[src/hdl/ersd_pkg.sv]
package ersd_pkg;

  localparam int unsigned MaxClients   = 16;
  localparam int unsigned MaxRequests  = 16;
  localparam logic [7:0]  MockSgCount  = 8'd3;
  localparam int unsigned FifoDepth    = 2;

  typedef enum logic [1:0] {
    OP_REGISTER = 2'd0,
    OP_SUBMIT   = 2'd1,
    OP_SG_DONE  = 2'd2,
    OP_REQ_DONE = 2'd3
  } op_e;

  typedef enum logic [2:0] {
    ST_OK         = 3'd0,
    ST_DUPLICATE  = 3'd1,
    ST_UNREG      = 3'd2,
    ST_UNKNOWN    = 3'd3,
    ST_FULL       = 3'd4,
    ST_ALREADY    = 3'd5
  } status_e;

  typedef struct packed {
    logic [1:0]  op;
    logic [3:0]  client;
    logic [31:0] req_tag;
    logic [62:0] release_time;
  } in_item_t;

  typedef struct packed {
    logic [2:0]  status;
    logic        launch_valid;
    logic [3:0]  launch_client;
    logic [31:0] launch_tag;
    logic [7:0]  launch_subgraph;
    logic        unblock_valid;
    logic [3:0]  unblock_client;
  } out_item_t;

endpackage

[src/hdl/ersd_front.sv]
// input queue front: holds accepted items until the back end takes them
module ersd_front #(
  parameter int unsigned Depth = ersd_pkg::FifoDepth
) (
  input  logic               clk_i,
  input  logic               rst_ni,
  input  logic               push_i,
  output logic               full_o,
  input  ersd_pkg::in_item_t data_i,
  output logic               valid_o,
  input  logic               take_i,
  output ersd_pkg::in_item_t data_o
);
  import ersd_pkg::*;

  localparam int unsigned Aw = (Depth > 1) ? $clog2(Depth) : 1;

  in_item_t          mem_q [Depth];
  logic [Aw-1:0]     wr_q, wr_d, rd_q, rd_d;
  logic [Aw:0]       cnt_q, cnt_d;
  logic              do_push, do_pop;

  assign full_o  = (cnt_q == (Aw+1)'(Depth));
  assign valid_o = (cnt_q != '0);
  assign data_o  = mem_q[rd_q];
  assign do_push = push_i && !full_o;
  assign do_pop  = take_i && valid_o;

  always_comb begin
    wr_d  = wr_q;
    rd_d  = rd_q;
    cnt_d = cnt_q;
    if (do_push) begin
      wr_d = (wr_q == Aw'(Depth - 1)) ? '0 : wr_q + 1'b1;
    end
    if (do_pop) begin
      rd_d = (rd_q == Aw'(Depth - 1)) ? '0 : rd_q + 1'b1;
    end
    if (do_push && !do_pop) cnt_d = cnt_q + 1'b1;
    else if (!do_push && do_pop) cnt_d = cnt_q - 1'b1;
  end

  always_ff @(posedge clk_i or negedge rst_ni) begin
    if (!rst_ni) begin
      wr_q  <= '0;
      rd_q  <= '0;
      cnt_q <= '0;
    end else begin
      wr_q  <= wr_d;
      rd_q  <= rd_d;
      cnt_q <= cnt_d;
    end
  end

  always_ff @(posedge clk_i) begin
    if (do_push) mem_q[wr_q] <= data_i;
  end

endmodule

[src/hdl/ersd_back.sv]
// back end: sequencer that scans the slot table one entry per cycle
module ersd_back #(
  parameter int unsigned MaxClients  = ersd_pkg::MaxClients,
  parameter int unsigned MaxRequests = ersd_pkg::MaxRequests
) (
  input  logic                clk_i,
  input  logic                rst_ni,
  input  logic [7:0]          seq_len_i,
  input  logic                valid_i,
  input  ersd_pkg::in_item_t  data_i,
  output logic                take_o,
  output logic                empty_o,
  input  logic                pop_i,
  output ersd_pkg::out_item_t result_o
);
  import ersd_pkg::*;

  localparam int unsigned Sw = (MaxRequests > 1) ? $clog2(MaxRequests) : 1;
  localparam int unsigned Cw = (MaxClients > 1) ? $clog2(MaxClients) : 1;

  typedef enum logic [4:0] {
    S_IDLE   = 5'b00001,
    S_LOOKUP = 5'b00010,
    S_DECIDE = 5'b00100,
    S_SCAN   = 5'b01000,
    S_OUT    = 5'b10000
  } state_e;

  state_e          state_q, state_d;
  logic [MaxClients-1:0]  reg_q;
  logic [MaxRequests-1:0] valid_q;
  logic [3:0]      sl_client_q  [MaxRequests];
  logic [31:0]     sl_rid_q     [MaxRequests];
  logic [62:0]     sl_rel_q     [MaxRequests];
  logic [7:0]      sl_next_q    [MaxRequests];
  logic            busy_q;

  in_item_t        item_q;
  out_item_t       res_q;
  logic            res_full_q;
  logic [Sw:0]     idx_q;
  logic            hit_q, free_found_q, best_found_q;
  logic [Sw-1:0]   hit_idx_q, free_idx_q, best_idx_q;
  logic [62:0]     best_rel_q;
  logic [Sw-1:0    ] i;
  logic            known;
  logic            cl_reg;
  logic [Cw-1:0]   cl_idx;
  logic            go_scan;

  assign i       = idx_q[Sw-1:0];
  assign empty_o = !res_full_q;
  assign result_o = res_q;
  // a new item starts only once the previous result has left
  assign take_o  = state_q[0] && valid_i && !res_full_q;
  assign known   = ({5'b0, item_q.client} < 9'(MaxClients));
  assign cl_idx  = Cw'(item_q.client);
  assign cl_reg  = known && reg_q[cl_idx];
  // completions retry dispatch only when they hit a slot; a submit only when it took a slot and the worker is idle
  assign go_scan = (item_q.op == OP_SUBMIT) ? (!hit_q && cl_reg && free_found_q && !busy_q)
                                            : ((item_q.op != OP_REGISTER) && hit_q);

  always_comb begin
    state_d = state_q;
    unique case (state_q)
      S_IDLE:   if (valid_i && !res_full_q) state_d = S_LOOKUP;
      S_LOOKUP: if (idx_q == (Sw+1)'(MaxRequests - 1)) state_d = S_DECIDE;
      S_DECIDE: state_d = go_scan ? S_SCAN : S_OUT;
      S_SCAN:   if (idx_q == (Sw+1)'(MaxRequests - 1)) state_d = S_OUT;
      S_OUT:    if (!res_full_q) state_d = S_IDLE;
      default:  state_d = S_IDLE;
    endcase
  end

  always_ff @(posedge clk_i or negedge rst_ni) begin
    if (!rst_ni) begin
      state_q      <= S_IDLE;
      reg_q        <= '0;
      valid_q      <= '0;
      busy_q       <= 1'b0;
      res_full_q   <= 1'b0;
      idx_q        <= '0;
      hit_q        <= 1'b0;
      free_found_q <= 1'b0;
      best_found_q <= 1'b0;
    end else begin
      if (pop_i && res_full_q) res_full_q <= 1'b0;
      unique case (state_q)
        S_IDLE: begin
          if (valid_i && !res_full_q) begin
            item_q       <= data_i;
            idx_q        <= '0;
            hit_q        <= 1'b0;
            free_found_q <= 1'b0;
            res_q        <= '0;
          end
        end
        S_LOOKUP: begin
          if (valid_q[i] && sl_client_q[i] == item_q.client && sl_rid_q[i] == item_q.req_tag
              && !hit_q) begin
            hit_q     <= 1'b1;
            hit_idx_q <= i;
          end
          if (!valid_q[i] && !free_found_q) begin
            free_found_q <= 1'b1;
            free_idx_q   <= i;
          end
          idx_q <= idx_q + 1'b1;
        end
        S_DECIDE: begin
          idx_q        <= '0;
          best_found_q <= 1'b0;
          unique case (op_e'(item_q.op))
            OP_REGISTER: begin
              if (!known) res_q.status <= ST_UNREG;
              else if (cl_reg) res_q.status <= ST_ALREADY;
              else reg_q[cl_idx] <= 1'b1;
            end
            OP_SUBMIT: begin
              if (hit_q) res_q.status <= ST_DUPLICATE;
              else if (!cl_reg) begin
                res_q.status         <= ST_UNREG;
                res_q.unblock_valid  <= 1'b1;
                res_q.unblock_client <= item_q.client;
              end else if (!free_found_q) res_q.status <= ST_FULL;
              else begin
                valid_q[free_idx_q]     <= 1'b1;
                sl_client_q[free_idx_q] <= item_q.client;
                sl_rid_q[free_idx_q]    <= item_q.req_tag;
                sl_rel_q[free_idx_q]    <= item_q.release_time;
                sl_next_q[free_idx_q]   <= '0;
              end
            end
            default: begin
              busy_q <= 1'b0;
              if (!hit_q) res_q.status <= ST_UNKNOWN;
              else begin
                if (item_q.op == OP_REQ_DONE) begin
                  valid_q[hit_idx_q]   <= 1'b0;
                  res_q.unblock_valid  <= 1'b1;
                  res_q.unblock_client <= item_q.client;
                end
              end
            end
          endcase
        end
        S_SCAN: begin
          if (valid_q[i] && sl_next_q[i] < seq_len_i
              && (!best_found_q || sl_rel_q[i] < best_rel_q)) begin
            best_found_q <= 1'b1;
            best_idx_q   <= i;
            best_rel_q   <= sl_rel_q[i];
          end
          idx_q <= idx_q + 1'b1;
        end
        S_OUT: begin
          if (!res_full_q) begin
            res_full_q <= 1'b1;
            if (best_found_q) begin
              res_q.launch_valid      <= 1'b1;
              res_q.launch_client     <= sl_client_q[best_idx_q];
              res_q.launch_tag        <= sl_rid_q[best_idx_q];
              res_q.launch_subgraph   <= sl_next_q[best_idx_q];
              sl_next_q[best_idx_q]   <= sl_next_q[best_idx_q] + 1'b1;
              busy_q                  <= 1'b1;
              best_found_q            <= 1'b0;
            end
          end
        end
        default: ;
      endcase
      state_q <= state_d;
    end
  end

endmodule

[src/hdl/earliest_release_subgraph_dispatcher_core.sv]
// channel  | handshake           | payload
// in       | push_i / full_o     | in_data_i  (ersd_pkg::in_item_t)
// out      | pop_i / empty_o     | out_data_o (ersd_pkg::out_item_t)
// cfg      | apb psel/penable    | reg 0 subgraphs_per_request at 0x0
// an item passes through the back end as one lookup pass over the slot table,
// a decision step and, when a dispatch pass runs, one pass picking the
// earliest release time, before its result is written out
// reset clears registrations, slot valid bits and the busy flag
// a waiting result holds the back end; the two-entry input queue then fills
// and raises full_o
module earliest_release_subgraph_dispatcher_core #(
  parameter int unsigned MaxClients  = ersd_pkg::MaxClients,
  parameter int unsigned MaxRequests = ersd_pkg::MaxRequests
) (
  input  logic                clk_i,
  input  logic                rst_ni,
  input  logic                push_i,
  output logic                full_o,
  input  ersd_pkg::in_item_t  in_data_i,
  output logic                empty_o,
  input  logic                pop_i,
  output ersd_pkg::out_item_t out_data_o,
  input  logic                psel_i,
  input  logic                penable_i,
  input  logic                pwrite_i,
  input  logic [1:0]          paddr_i,
  input  logic [31:0]         pwdata_i,
  output logic [31:0]         prdata_o,
  output logic                pready_o
);
  import ersd_pkg::*;

  logic [7:0] sg_q;
  logic       q_valid, q_take;
  in_item_t   q_data;

  assign pready_o = 1'b1;
  assign prdata_o = (paddr_i == 2'd0) ? {24'b0, sg_q} : '0;

  always_ff @(posedge clk_i or negedge rst_ni) begin
    if (!rst_ni) sg_q <= MockSgCount;
    else if (psel_i && penable_i && pwrite_i && paddr_i == 2'd0) sg_q <= pwdata_i[7:0];
  end

  ersd_front u_front (
    .clk_i, .rst_ni, .push_i, .full_o, .data_i(in_data_i),
    .valid_o(q_valid), .take_i(q_take), .data_o(q_data)
  );

  ersd_back #(.MaxClients(MaxClients), .MaxRequests(MaxRequests)) u_back (
    .clk_i, .rst_ni, .seq_len_i(sg_q), .valid_i(q_valid), .data_i(q_data),
    .take_o(q_take), .empty_o, .pop_i, .result_o(out_data_o)
  );

endmodule

[config.mk]
export PLATFORM = sky130hd
export DESIGN_NAME = earliest_release_subgraph_dispatcher_core
export DESIGN_NICKNAME = d
export VERILOG_FILES = /design/src/hdl/ersd_pkg.sv /design/src/hdl/ersd_front.sv /design/src/hdl/ersd_back.sv /design/src/hdl/earliest_release_subgraph_dispatcher_core.sv
export SDC_FILE = /design/constraint.sdc
export NUM_CORES = 2
export LEC_CHECK = 0
export ABC_AREA = 1
export BUFFER_PORTS_ARGS = -buffer_cell sky130_fd_sc_hd__buf_2
export CAP_MARGIN = 0
export CORE_AREA = 2 2 451 453
export DETAILED_ROUTE_END_ITERATION = 7
export DIE_AREA = 0 0 453 455
export PLACE_DENSITY_LB_ADDON = 0.12
export SYNTH_ARGS = -nofsm -noshare
export SYNTH_HDL_FRONTEND = slang
export SYNTH_HIERARCHICAL = 1
export SYNTH_SLANG_ARGS = --single-unit
[constraint.sdc]
create_clock -name clk_i -period 30.4 [get_ports clk_i]
set_input_delay 1.52 -clock clk_i [delete_from_list [all_inputs] [get_ports clk_i]]
set_output_delay 1.52 -clock clk_i [all_outputs]
set_load 0.1 [all_outputs]
==> metrics.md <==
| Metric | Value |
|---|---|
| WL met2 | about 130,000 microns |
| Layout cells sized above 1 | approximately 8.3% |
| WL final | 269,000 microns |
| Area of the die | 0.206 sq mm |
| CTS Buf Count | between 200 and 250 |
| Proportion of synthesized area in mux cells | less than 1% |
| Clk sink count | between 2,000 and 2,500 |
| Synthesized cell area | between 0.09 and 0.1 sq mm |
| Pwr Total | 8.26 mW |
| Placed Area | approximately 0.097 sq mm |
| HP Start | u_back/reg_q[13] |
| Synth Warn # | 6 |
| Max-slew headroom | 18.2% |
| Max-Cap Viols | 0 |
| Routability-driven placement congestion ratio | around 0.87 |
| H-tree levels | 4 |
| Tot GR Track Use | roughly a quarter |
| Hold depth | 2 |
| Setup TNS | 0 ps |
| Std-Cell Rows | ~170 |
| DR iter-0 viols | between 6,000 and 7,000 |
| Crit end category | flip-flop |
| # fillers | roughly 17,000 |
| Critical path fanouts, max | ~180 |
| DR WL met3 | approximately 16,000 microns |
| Per-cell routed wire length | between 20 and 25 microns |
| WHS Endpoint | u_back/reg_q[13] |
| FF+latch count, synth | ~2,200 |
| # IOs | 230 |
| Clock root cell | clkbuf_16 |
| Total global routing overflow | 0 |
| Simple-gate area share of the yosys netlist | 9.53% |
| Most frequent cells in the layout | 2,143 x edfxtp_1, 1,208 x o21ai_0, 1,080 x nand2_1 |
| Reg2Reg Launch Point | u_back/idx_q[0] |
| Hold Crit Class | flip-flop to flip-flop |
| CTS tree | built |
| Pre-antenna DRT Iters | 6 |
| Synth Area in Compound Gates | between 10% and 20% |
| Post-synth EDFFs | ~2,100 |
| Slowest CP cell | dfrtp_4 |
| Design Area, Final | between 0.1 and 0.15 sq mm |
| Skew-Pair Late Insertion Delay | approximately 880 ps |
| Data arrival time of the critical path | ~8600 ps |
| Antenna violations before repair | 13 |
| Synth Area in Adders | less than 1% |
| CORE AREA | ~0.2 sq mm |
| Worst path bufs/invs | 6 |
| Nets | 8,147 |
| Vias in the first global route | between 60,000 and 70,000 |
| First-pass GRT wire length | ~400,000 microns |
| Vias/cell | 5.85 |
| FF-to-FF setup slack | roughly 22,000 ps |
| Startpoint Class | flip-flop |
| Register area share after synthesis | between 70% and 80% |
| Peak supply drop | ~0.065 mV |
| Commonest non-fill, non-tap cell in the layout | edfxtp_1 |
| Sequential cell area | about 0.066 sq mm |
| Area of the multi-input gates | 0.0238 sq mm |
| Ys flop type | edfxtp_1 |
| FMAX | about 0.12 GHz |
| Slew Limit Fails | 0 |
| RSZ-0062 raised after global routing | false |
| Cell mode on critical path | buf_4 |
| Starting Density | 46.7% |
| Cts hold-fix bufs | 0 |
| Xor-xnor portion of the synthesized cell area | 0.112% |
| Die height | about 460 microns |
| Yosys cell types | 62 |
| Setup Crit Path Kind | flip-flop to flip-flop |
| Via count | approximately 63,000 |
| Avg Inst Size Synth | between 10 and 15 sq um |
| Post-CTS Repair Setup Buffers | 0 |
| Crit-path leading delay family | buffers and inverters |
| I/O Buffers | 180 |
| Final core utilization | between 50% and 60% |
| Largest family of logic cells by synthesized area | compound AO/OA/AOI/OAI gates |
| Actual slew at the worst max-slew pin | around 1200 ps |
| Worst path max stage delay | about 810 ps |
| R2R depth | 19 |
| Power density over the cells | a little under 80 mW/mm^2 |
| Synth Instances | 7,938 |
| CTS Buffer Depth | 3 |
| Reg clk slew, reported paths | ~60 ps |
| Largest net degree at the start of global routing | approximately 240 |
| Final hold violation count | 0 |
| Post-route ant nets | 0 |
| DRC viols | 0 |
| Pleak | 36.1 nW |
| Met1 Wirelength | roughly 110,000 microns |
| Final Cycle Share | 26.8% |
| WHS | 454 ps |
| Area grow syn2layout | 10.6% |
| Status | finished clean |
| Setup-failing EPs final | 0 |
| Async S/R FF share, synth | about 2.7% |
| CTS resizes | 0 |
| Chip width | between 400 and 500 microns |
| Reg2reg end | u_back/best_rel_q[27] |
| Worst Skew | 48.7 ps |
| CP cell instances | buf_4, buf_4, buf_12, buf_4, o21ai_0, o221ai_1, o211ai_1, nand3_1, ha_1, a21oi_1, o221ai_1, nand2_1, o2111ai_1, a21oi_1, nand2_1, nand2_1, nand2_2, clkinv_2, buf_4 |
| Max Used Layer | met4 |
| HPWL after DPL | between 100,000 and 150,000 microns |
| Worst EP required | approximately 31,000 ps |
| Post-layout min period | between 8000 and 9000 ps |
worst register-to-register path, delay by kind of cell (launching register included):
family / cells / cell delay (ps)
flops: 1 / 810
compound gates: 7 / 1750
fa+ha+maj: 1 / 290
simple gates: 5 / 970
buf+inv: 6 / 3840
power by group:
part	leakage (nW)	switching, mW	internal, mW
Clock	3.48	1.16	1.52
Sequential	20.1	0.199	3.67
Combinational	12.5	1.28	0.425
Yosys cell counts, drive strengths merged (10+ instances only):
| cell type | instances | share of area [%] |
|---|---|---|
| nand2 | 1085 | 4.3 |
| nor3 | 14 | 0.085 |
| nand3 | 323 | 1.7 |
| mux2i | 73 | 0.78 |
| a21oi | 523 | 2.8 |
| clkbuf | 261 | 1.0 |
| a21o | 10 | 0.080 |
| o21ai | 1248 | 6.6 |
| dfrtp | 56 | 1.5 |
| inv | 517 | 2.1 |
| edfxtp | 2143 | 68 |
| ha | 73 | 0.97 |
| buf | 279 | 1.8 |
| o22ai | 195 | 1.3 |
| nor4 | 11 | 0.086 |
| o31ai | 17 | 0.14 |
| o221ai | 99 | 0.92 |
| a31oi | 18 | 0.12 |
| o211ai | 174 | 1.4 |
| nor2 | 725 | 2.9 |
| nand4 | 31 | 0.21 |
| a211oi | 10 | 0.080 |
layer usage:
layer	vias up	track usage (%)
met5	-	0
met4	0	8.95
met3	484	3.18
met2	2351	43.5
met1	31600	34.2
li1	28700	-
worst max path at each step:
stage	startpoint	to	slack, ps	cells past startpoint
3_3_place_gp	u_back/idx_q[0]	u_back/best_rel_q[29]	22380	19
3_5_place_dp	u_back/idx_q[0]	u_back/best_rel_q[29]	22250	19
6_report	u_back/idx_q[0]	u_back/best_rel_q[27]	22260	19
5_1_grt	u_back/idx_q[0]	u_back/best_rel_q[23]	21770	19
2_1_floorplan	u_back/cl_idx[1]	u_back/sl_client_q[7][0]	18580	12
4_1_cts	u_back/idx_q[0]	u_back/best_rel_q[27]	22260	19
state kept, by name (all words and copies together) (netlist names), 16 cells and up, named ones only:
| name | count |
|---|---|
| u_back/sl_rel_q | 1008 |
| u_back/sl_rid_q | 512 |
| u_front/mem_q | 202 |
| u_back/sl_next_q | 128 |
| u_back/item_q | 97 |
| u_back/sl_client_q | 64 |
| u_back/best_rel_q | 63 |
| u_back/result_o | 53 |
| u_back/reg_q | 16 |
| u_back/valid_q | 16 |
stage by stage:
| stage | worst slack, ps | instances |
|---|---|---|
| detailed placement | 22250 | 10400 |
| finish | 22260 | 10800 |
| CTS | 22260 | 10800 |
| global route | 21770 | 10800 |
| floorplan | 18580 | 7961 |
| global placement | 22380 | 10400 |
final cells by class:
class | count | share of cell area, %
antenna | 9 | 0.0216
clock buffer | 294 | 5.81
clock inverter | 121 | 1.02
inverter | 521 | 1.92
multi-input combinational | 4694 | 22.9
sequential | 2206 | 63.4
tap | 2672 | 3.21
timing repair buffer | 282 | 1.79
kinds of logic after synthesis:
kind of cell               Yosys count
adders and majority gates           73
buffers and inverters             1061
other                                2
AOI/OAI and AO/OA                 2310
muxes                               73
DFF                               2206
and+or+nand+nor                   2201
xor gates and xnor gates            12
Note: power is estimated with default switching activity, not from simulation.
